## src/rtl/core/iol_pkg.sv

```systemverilog
// shared types and constants for the indexed ordered list
package iol_pkg;

	localparam int CAPACITY_DEF = 64;
	localparam int CMD_W        = 4;
	localparam int ELEM_W       = 6;
	localparam int STAT_W       = 2;

	typedef enum logic [CMD_W-1:0] {
		CMD_INS_HEAD = 4'd0,
		CMD_INS_TAIL = 4'd1,
		CMD_INS_AT   = 4'd2,
		CMD_REPLACE  = 4'd3,
		CMD_READ     = 4'd4,
		CMD_CONTAINS = 4'd5,
		CMD_RM_MATCH = 4'd6,
		CMD_RM_HEAD  = 4'd7,
		CMD_RM_TAIL  = 4'd8,
		CMD_RM_AT    = 4'd9
	} cmd_t;

	typedef enum logic [STAT_W-1:0] {
		ST_OK    = 2'd0,
		ST_FULL  = 2'd1,
		ST_RANGE = 2'd2
	} status_t;

	typedef enum logic [3:0] {
		S_IDLE,
		S_SHUP_RD,
		S_SHUP_WR,
		S_PUT,
		S_SRCH_RD,
		S_SRCH_CMP,
		S_TAKE_RD,
		S_TAKE_WAIT,
		S_SHDN_RD,
		S_SHDN_WR,
		S_DONE
	} state_t;

endpackage

```

## src/rtl/core/indexed_ordered_list.sv

```systemverilog
// indexed ordered list: top level with sequencer and entry memory
//
// Keeps an ordered list of up to CAPACITY element codes. One command beat on
// the s_ side yields exactly one result beat on the m_ side.
// s_tdata fields: command, position, element. m_tdata fields: element_out,
// found, count, status.
// The entries sit in a memory with a write port and a registered read port;
// one sequencer walks it, moving an entry with a read and a write state or
// comparing one with a read and a compare state. Full or range errors,
// unused commands and a search of an empty list go straight to the result;
// replace and tail insert write the entry, read fetches the entry at the
// position, other inserts shift the entries from the position up first,
// removals fetch the entry then shift the later ones down, searches compare
// from the head and remove-match shifts the later ones down. s_tready is high
// only while the sequencer is idle, so one command is worked on at a time.
// The result sits in an output register; while the receiver stalls, the next
// command is still taken and worked on up to its result, which then waits.
// Reset empties the list and drops any pending result; the memory is not
// cleared, since only positions below the count are ever read.
module indexed_ordered_list #(
	parameter int CAPACITY = iol_pkg::CAPACITY_DEF
) (
	input  logic clk,
	input  logic arst_n,
	input  logic s_tvalid,
	output logic s_tready,
	// command [3:0], position, element, zero pad
	input  logic [((iol_pkg::CMD_W + $clog2(CAPACITY + 1) + iol_pkg::ELEM_W + 7) / 8) * 8 - 1:0]
		s_tdata,
	output logic m_tvalid,
	input  logic m_tready,
	// element_out, found, count, status, zero pad
	output logic [((iol_pkg::ELEM_W + 1 + $clog2(CAPACITY + 1) + iol_pkg::STAT_W + 7) / 8) * 8 - 1:0]
		m_tdata
);

	localparam int CNT_W  = $clog2(CAPACITY + 1);
	localparam int AW     = (CAPACITY > 1) ? $clog2(CAPACITY) : 1;
	localparam int EW     = iol_pkg::ELEM_W;
	localparam int OUT_W  = EW + 1 + CNT_W + iol_pkg::STAT_W;
	localparam int OUT_PW = ((OUT_W + 7) / 8) * 8;

	iol_pkg::state_t state_q, state_d;

	iol_pkg::cmd_t    cmd_q, cmd_d;
	logic [CNT_W-1:0] pos_q, pos_d;
	logic [CNT_W-1:0] idx_q, idx_d;
	logic [CNT_W-1:0] held_q, held_d;
	logic [EW-1:0]    code_q, code_d;
	logic [EW-1:0]    elem_q, elem_d;
	logic             found_q, found_d;
	iol_pkg::status_t status_q, status_d;

	logic              m_tvalid_q, m_tvalid_d;
	logic [OUT_PW-1:0] m_tdata_q, m_tdata_d;

	logic [EW-1:0] mem [CAPACITY];
	logic [EW-1:0] rd_q;
	logic          we;
	logic [AW-1:0] wa, ra;
	logic [EW-1:0] wd;

	logic [CNT_W-1:0] in_pos;
	logic [EW-1:0]    in_elem;
	logic             full;
	logic [CNT_W-1:0] idx_inc, idx_dec, pos_inc;

	assign in_pos  = s_tdata[iol_pkg::CMD_W +: CNT_W];
	assign in_elem = s_tdata[iol_pkg::CMD_W + CNT_W +: EW];
	assign full    = (held_q == CNT_W'(CAPACITY));
	assign idx_inc = CNT_W'(idx_q + 1'b1);
	assign idx_dec = CNT_W'(idx_q - 1'b1);
	assign pos_inc = CNT_W'(pos_q + 1'b1);

	assign s_tready = (state_q == iol_pkg::S_IDLE);
	assign m_tvalid = m_tvalid_q;
	assign m_tdata  = m_tdata_q;

	// entry memory
	always_ff @(posedge clk) begin
		if (we) begin
			mem[wa] <= wd;
		end
		rd_q <= mem[ra];
	end

	always_ff @(posedge clk or negedge arst_n) begin
		if (!arst_n) begin
			state_q    <= iol_pkg::S_IDLE;
			held_q     <= '0;
			m_tvalid_q <= 1'b0;
		end else begin
			state_q    <= state_d;
			held_q     <= held_d;
			m_tvalid_q <= m_tvalid_d;
		end
	end

	always_ff @(posedge clk) begin
		cmd_q     <= cmd_d;
		pos_q     <= pos_d;
		idx_q     <= idx_d;
		code_q    <= code_d;
		elem_q    <= elem_d;
		found_q   <= found_d;
		status_q  <= status_d;
		m_tdata_q <= m_tdata_d;
	end

	always_comb begin
		state_d    = state_q;
		cmd_d      = cmd_q;
		pos_d      = pos_q;
		idx_d      = idx_q;
		held_d     = held_q;
		code_d     = code_q;
		elem_d     = elem_q;
		found_d    = found_q;
		status_d   = status_q;
		m_tvalid_d = m_tvalid_q;
		m_tdata_d  = m_tdata_q;
		we         = 1'b0;
		wa         = idx_q[AW-1:0];
		wd         = rd_q;
		ra         = idx_q[AW-1:0];

		if (m_tvalid_q && m_tready) begin
			m_tvalid_d = 1'b0;
		end

		case (state_q)
			iol_pkg::S_IDLE: begin
				if (s_tvalid) begin
					cmd_d    = iol_pkg::cmd_t'(s_tdata[iol_pkg::CMD_W-1:0]);
					pos_d    = in_pos;
					code_d   = in_elem;
					elem_d   = '0;
					found_d  = 1'b0;
					status_d = iol_pkg::ST_OK;
					idx_d    = held_q;
					state_d  = iol_pkg::S_DONE;
					case (iol_pkg::cmd_t'(s_tdata[iol_pkg::CMD_W-1:0]))
						iol_pkg::CMD_INS_HEAD: begin
							pos_d = '0;
							if (full) begin
								status_d = iol_pkg::ST_FULL;
							end else if (held_q == '0) begin
								state_d = iol_pkg::S_PUT;
							end else begin
								state_d = iol_pkg::S_SHUP_RD;
							end
						end
						iol_pkg::CMD_INS_TAIL: begin
							pos_d = held_q;
							if (full) begin
								status_d = iol_pkg::ST_FULL;
							end else begin
								state_d = iol_pkg::S_PUT;
							end
						end
						iol_pkg::CMD_INS_AT: begin
							if (in_pos > held_q) begin
								status_d = iol_pkg::ST_RANGE;
							end else if (full) begin
								status_d = iol_pkg::ST_FULL;
							end else if (in_pos == held_q) begin
								state_d = iol_pkg::S_PUT;
							end else begin
								state_d = iol_pkg::S_SHUP_RD;
							end
						end
						iol_pkg::CMD_REPLACE: begin
							if (in_pos >= held_q) begin
								status_d = iol_pkg::ST_RANGE;
							end else begin
								state_d = iol_pkg::S_PUT;
							end
						end
						iol_pkg::CMD_READ, iol_pkg::CMD_RM_AT: begin
							if (in_pos >= held_q) begin
								status_d = iol_pkg::ST_RANGE;
							end else begin
								state_d = iol_pkg::S_TAKE_RD;
							end
						end
						iol_pkg::CMD_CONTAINS, iol_pkg::CMD_RM_MATCH: begin
							idx_d = '0;
							if (held_q != '0) begin
								state_d = iol_pkg::S_SRCH_RD;
							end
						end
						iol_pkg::CMD_RM_HEAD: begin
							pos_d = '0;
							if (held_q == '0) begin
								status_d = iol_pkg::ST_RANGE;
							end else begin
								state_d = iol_pkg::S_TAKE_RD;
							end
						end
						iol_pkg::CMD_RM_TAIL: begin
							pos_d = CNT_W'(held_q - 1'b1);
							if (held_q == '0) begin
								status_d = iol_pkg::ST_RANGE;
							end else begin
								state_d = iol_pkg::S_TAKE_RD;
							end
						end
						default: begin
							state_d = iol_pkg::S_DONE;
						end
					endcase
				end
			end

			// move entry idx-1 up to idx
			iol_pkg::S_SHUP_RD: begin
				ra      = idx_dec[AW-1:0];
				state_d = iol_pkg::S_SHUP_WR;
			end
			iol_pkg::S_SHUP_WR: begin
				we    = 1'b1;
				wa    = idx_q[AW-1:0];
				wd    = rd_q;
				idx_d = idx_dec;
				if (idx_dec == pos_q) begin
					state_d = iol_pkg::S_PUT;
				end else begin
					state_d = iol_pkg::S_SHUP_RD;
				end
			end
			iol_pkg::S_PUT: begin
				we = 1'b1;
				wa = pos_q[AW-1:0];
				wd = code_q;
				if (cmd_q != iol_pkg::CMD_REPLACE) begin
					held_d = CNT_W'(held_q + 1'b1);
				end
				state_d = iol_pkg::S_DONE;
			end

			// linear search from the head
			iol_pkg::S_SRCH_RD: begin
				ra      = idx_q[AW-1:0];
				state_d = iol_pkg::S_SRCH_CMP;
			end
			iol_pkg::S_SRCH_CMP: begin
				if (rd_q == code_q) begin
					found_d = 1'b1;
					if (cmd_q == iol_pkg::CMD_RM_MATCH) begin
						elem_d = rd_q;
						pos_d  = idx_q;
						idx_d  = idx_inc;
						if (idx_inc >= held_q) begin
							held_d  = CNT_W'(held_q - 1'b1);
							state_d = iol_pkg::S_DONE;
						end else begin
							state_d = iol_pkg::S_SHDN_RD;
						end
					end else begin
						state_d = iol_pkg::S_DONE;
					end
				end else begin
					idx_d = idx_inc;
					if (idx_inc == held_q) begin
						state_d = iol_pkg::S_DONE;
					end else begin
						state_d = iol_pkg::S_SRCH_RD;
					end
				end
			end

			// fetch the entry at pos
			iol_pkg::S_TAKE_RD: begin
				ra      = pos_q[AW-1:0];
				state_d = iol_pkg::S_TAKE_WAIT;
			end
			iol_pkg::S_TAKE_WAIT: begin
				elem_d = rd_q;
				idx_d  = pos_inc;
				if (cmd_q == iol_pkg::CMD_READ) begin
					state_d = iol_pkg::S_DONE;
				end else if (pos_inc >= held_q) begin
					held_d  = CNT_W'(held_q - 1'b1);
					state_d = iol_pkg::S_DONE;
				end else begin
					state_d = iol_pkg::S_SHDN_RD;
				end
			end

			// move entry idx down to idx-1
			iol_pkg::S_SHDN_RD: begin
				ra      = idx_q[AW-1:0];
				state_d = iol_pkg::S_SHDN_WR;
			end
			iol_pkg::S_SHDN_WR: begin
				we    = 1'b1;
				wa    = idx_dec[AW-1:0];
				wd    = rd_q;
				idx_d = idx_inc;
				if (idx_inc == held_q) begin
					held_d  = CNT_W'(held_q - 1'b1);
					state_d = iol_pkg::S_DONE;
				end else begin
					state_d = iol_pkg::S_SHDN_RD;
				end
			end

			iol_pkg::S_DONE: begin
				if (!m_tvalid_q || m_tready) begin
					m_tvalid_d = 1'b1;
					m_tdata_d  = OUT_PW'({status_q, held_q, found_q, elem_q});
					state_d    = iol_pkg::S_IDLE;
				end
			end

			default: begin
				state_d = iol_pkg::S_IDLE;
			end
		endcase
	end

endmodule

```

## config.mk

```make
export PLATFORM = sky130hd
export DESIGN_NAME = indexed_ordered_list
export DESIGN_NICKNAME = d
export VERILOG_FILES = /design/src/rtl/core/iol_pkg.sv /design/src/rtl/core/indexed_ordered_list.sv
export SDC_FILE = /design/constraint.sdc
export NUM_CORES = 1
export LEC_CHECK = 0
export BUFFER_PORTS_ARGS = -buffer_cell sky130_fd_sc_hd__buf_2
export CORE_AREA = 2 2 192 194
export DETAILED_ROUTE_END_ITERATION = 8
export DIE_AREA = 0 0 194 196
export PLACE_DENSITY = 0.76
export SLEW_MARGIN = 0
export SYNTH_ARGS = -nofsm -noshare
export SYNTH_HDL_FRONTEND = slang
export SYNTH_SLANG_ARGS = --single-unit
```

## constraint.sdc

```tcl
create_clock -name clk -period 3.2 [get_ports clk]
set_input_delay 0.32 -clock clk [delete_from_list [all_inputs] [get_ports clk]]
set_output_delay 0.32 -clock clk [all_outputs]
set_load 0.01 [all_outputs]
```

Yosys cells after proc, flatten, opt, wreduce, memory -nomap -nowiden. Memories as Yosys holds them, arrays and structs flattened. A register that Yosys moved wholly into a read port is not among the register bits. Cells that the tools add are included.

Memories kept: 1. Memory bits (writable): 384. Word-level logic and storage cells: 145. Register bits: 61. Input port bits: 28. Output and inout port bits: 18.

Memories: mem (words 64, width 6, read ports 1, clocked after Yosys merged registers in 1, write ports 1, RTL line indexed_ordered_list.sv:57) `logic [EW-1:0] mem [CAPACITY];`.

Reduce and logical (&&, ||, !) cells: 26. Muxes and demuxes: 61. Magnitude comparators: 4. Equal/unequal tests: 37. Add/subtract/negate cells: 5.

Operators with widths (number): $mux 7 (14); $mux 4 (13); $pmux 4 s11 (1); $eq 4x3->1 const B (10); $pmux 7 s5 (1); $pmux 4 s7 (1); $pmux 7 s4 (1); $mux 6 (4); $pmux 6 s2 (2); $add 7x1->7 const B (3); $eq 7x7->1 (3); $ge 7x7->1 (3); $pmux 7 s3 (1); $eq 4x4->1 const B (5); $mux 2 (10); $ne 2x2->1 const B (9); $pmux 6 s3 (1); $eq 4x2->1 const B (4); $pmux 7 s2 (1); $sub 7x1->7 const B (2); $reduce_or 2->1 (5); $mux 1 (9); $eq 4x1->1 const B (2); $logic_not 4->1 (2); other kinds (21) (26).

Longest topological paths before layout.
Depth in word-level cells: 7. Gate-level depth with buffers: 14. Gate-level depth less buffers: 13.

Least setup slack after synthesis. OpenSTA, ideal clock, no wires.

Path kind: register -> register. Start: register idx_q[0]. End: register rd_q[0] (read register of mem). Stages on the path, launching flop included: 14. Required time: 3.077 ns. Arrival: 3.186 ns. Path slack: -0.108 ns. Buffers on the path: 3. Clock period less this slack: 3.308 ns. Cell sequence: edfxtp_1 -> clkbuf_1 -> inv_1 -> ha_1 -> or4b_1 -> a21oi_1 -> a21o_1 -> buf_6 -> buf_6 -> mux2i_1 -> o22ai_1 -> or4_1 -> a211oi_2 -> nor4_2.

Word-level cells in the longest chain between the ends: 2.

Ends and longest elaborated chain: start, declared (RTL line indexed_ordered_list.sv:47) `logic [CNT_W-1:0] idx_q, idx_d;`; start signal, assigned (RTL line indexed_ordered_list.sv:102) `idx_q <= idx_d;`; $sub 7x1->7 (RTL line indexed_ordered_list.sv:72) `assign idx_dec = CNT_W'(idx_q - 1'b1);`; $pmux 6 s2 * (RTL line indexed_ordered_list.sv:131) `case (state_q)`; end, declared (RTL line indexed_ordered_list.sv:58) `logic [EW-1:0] rd_q;`.

Mark *: on every way between the ends. The rest lies on a longest branch, timed or not. A chain may end at the register's enable or synchronous reset.

Worst setup path after layout.
Start: register idx_q[0]. End: register rd_q[2] (read register of mem).

Same word-level chain as after synthesis.

==> flow_summary.ini <==
[critical_path]
critPathSlowestCell = or4b_1
crit_path_max_fanout = 14
startpoint_type = register
crit_path_frequent_cell = buf_12
crit_type = register to register
cp_top_family = compound AO/OA/AOI/OAI gates
end_kind = register
path_buf_inv = 5
crit_path_max_incr_delay_ns = 0.54
crit_chain = inv_1 > ha_1 > or4b_1 > a21oi_2 > a21o_4 > buf_12 > buf_12 > clkbuf_16 > mux2i_1 > a221oi_1 > o21ai_0 > buf_4 > nor4_2
cp.arrival_ns = 3.68
crit_required_ns = 3.69

[floorplan]
die_h_um = 196
core_um2 = 36100
chipWidth_um = 194
io_pins = 46
start_util = 0.559
num_rows = 70
die_area_um2 = 38000

[place]
place.gp.congestion = 0.917
placed_area_um2 = 21500
numPortBuffers = 38
hpwl_um = 32100

[clock_tree]
clk-insertion-delay-late_ns = 0.59
clock_path_buffers = 3
cts_tree = yes
numCtsBuffers = 46
cts.sinks = 451
htree_levels = 2
clk_pin_slew_ns = 0.06
clock-root-buffer = clkbuf_16

[synthesis]
syn-num-nets = 1596
synth.distinct_cells = 79
synth_enable_flop_cells = 433
synthArstFlopShare = 0.0266
ys.flop_type = edfxtp_1
synth.cell_area_um2 = 20200
ys_ff_latch = 451
seq_area_frac_synth = 0.665
syn-mean-instance-area_um2 = 13.1
synth_top_area_share = 0.644
synthTopCellsByArea = edfxtp_1 (64%), nand2_1 (4.4%), mux2i_1 (2.6%)
ys_top_cells_by_count = edfxtp_1 (433), nand2_1 (236), nor2_1 (118)
synth_most_common_cell = edfxtp_1
yosysTopAreaCell = edfxtp_1
synth_cells = 1542
ys_warn_count = 0

[final_layout]
num_antenna_cells = 0
final_core_util = 0.648
drive_gt1_frac = 0.198
areaGrowthSynthToFinish_pct = 15.9
fin_area_um2 = 23400
nets = 1725
fillers = 2558

[global_route]
antenna_found_initial = 0
grtUsageTotal = 0.254
grt_pass1_wl_um = 74800
first_global_vias = 13303
grt_overflow = 0
grt_max_degree = 65

[timing]
hold_viol = 0
fin_skew_ns = 0.0208
setup-violations-final = 0
min_period_ns = 3.18
fin_crit_sh = 0.994
fmax_mhz = 314
slew_viol_final = 0
tightest_slew_ns = 1.17
rsz0062_at_grt = yes
fin_tns_setup_ns = 0
max_slew_margin = 0.222

[drt]
drcViolationCount = 0
via_per_inst = 6.19
drt_wl_total_um = 48400
wl_per_cell_um = 22.2
drtIter0Drc = 1703
drtAntennaViolNets = 0
drt-pass1-iter-count = 6
vias = 13484

[job]
maxCapViolations = 0

[hold_path]
hp-class = input port to register

[power]
finalPower_mw = 25.1
power_density_nw_per_um2 = 1070
ir_drop_mv = 0.677
p_leak_nw = 8.24

[outcome]
status = completed
## cell families (layout without fill, tap and decap cells)
logic type,after synthesis,after routing,share of synthesized area
and+or+nand+nor,571,571,0.134
buffers and inverters,109,276,0.0279
muxes,86,86,0.0526
DFF,451,451,0.665
adders and majority gates,26,26,0.0161
AOI/OAI and AO/OA,261,261,0.0876
xor gates and xnor gates,38,38,0.0165
## layout make-up
class	instances	area (µm²)	area share
clock buffer	61	1250	0.0533
clock inverter	25	348	0.0149
inverter	24	90.1	0.00385
multi-input combinational	982	6400	0.273
sequential	451	13400	0.574
tap	468	586	0.0250
timing repair buffer	166	1310	0.0558
## layer usage
metal | global-route usage | vias to the layer above | wire [µm] | share of wire
met5 | 0 | - | 0 | 0
met3 | 0.0529 | 99 | 4730 | 0.098
met4 | 0.0912 | 0 | 1360 | 0.028
li1 | - | 6106 | - | -
met1 | 0.345 | 6574 | 19400 | 0.40
met2 | 0.409 | 705 | 23000 | 0.47
## sequential cells by signal, indices dropped and copies added, names as in the netlist
| name | cells |
|---|---|
| m_tdata | 16 |
| state_q | 4 |
| mem | 384 |
| found_q | 1 |
| code_q | 6 |
| idx_q | 7 |
| held_q | 7 |
| pos_q | 7 |
| rd_q | 6 |
| elem_q | 6 |
| cmd_q | 4 |
| m_tvalid | 1 |
| status_q | 2 |
## report_power, final
part | total, mW | internal (mW) | switching [mW]
registers | 8.25 | 7.94 | 0.306
logic | 11.3 | 4.10 | 7.19
clock network | 5.58 | 3.34 | 2.24
total | 25.1 | 15.4 | 9.73
## what timing repair did
item	in CTS	in global routing
gates cloned	0	1
setup buffers	0	7
pin swaps	0	5
hold endpoints to repair	18	0
setup endpoints to repair	3	252
resized for setup	2	48
hold buffers	7	0
## layout by cell type, fill, tap and decap left out, types with 9 or more instances in the layout
master,count
nor3_1,17
buf_4,111
nand2b_1,14
xor2_1,14
a221o_1,11
clkbuf_1,11
o21ai_0,40
o22ai_1,24
a22oi_1,17
mux2i_1,51
dfrtp_1,12
buf_2,38
nor2_2,18
clkbuf_16,47
edfxtp_1,433
inv_1,22
nor2_1,97
a21oi_1,65
mux2_2,20
nor2b_1,10
mux4_2,14
o21ai_1,9
nand2_1,232
and3_1,20
clkinv_2,10
ha_1,26
nand3_1,72
nor4_1,10
xnor2_1,24
a221oi_1,18
## final timing paths
kind                                         start                      to  slack (ns)  depth (start not counted)
min                                       m_tready      m_tvalid$_DFF_PN0_        0.10                          3
min reg2reg                elem_q[5]$_SDFFCE_PN0P_    m_tdata[5]$_DFFE_PP_        0.42                          0
max                             idx_q[0]$_DFFE_PP_         rd_q[2]$_DFF_P_        0.02                         13
max reg2reg                     idx_q[0]$_DFFE_PP_         rd_q[2]$_DFF_P_        0.02                         13
min in group asynchronous                   arst_n   held_q[5]$_DFFE_PN0P_        0.17                          2
max in group asynchronous                   arst_n  state_q[2]$_DFFE_PN0P_        2.79                          2
## worst min-delay path: cells and delay by family
kind | cells | cell delay (ns)
simple gates | 1 | 0.13
compound gates | 1 | 0.10
buf+inv | 1 | 0.07
## stage by stage
step | hold WS [ns] | setup slack, ns | instances
CTS | 0.0738 | 0.0118 | 2169
detailed placement | 0.228 | -0.152 | 2076
floorplan | 0.0244 | 0.0139 | 1542
finish | 0.102 | 0.0180 | 2177
global placement | 0.220 | -0.0880 | 2076
global route | 0.110 | -0.135 | 2177
(Power assumes the default switching activity.)
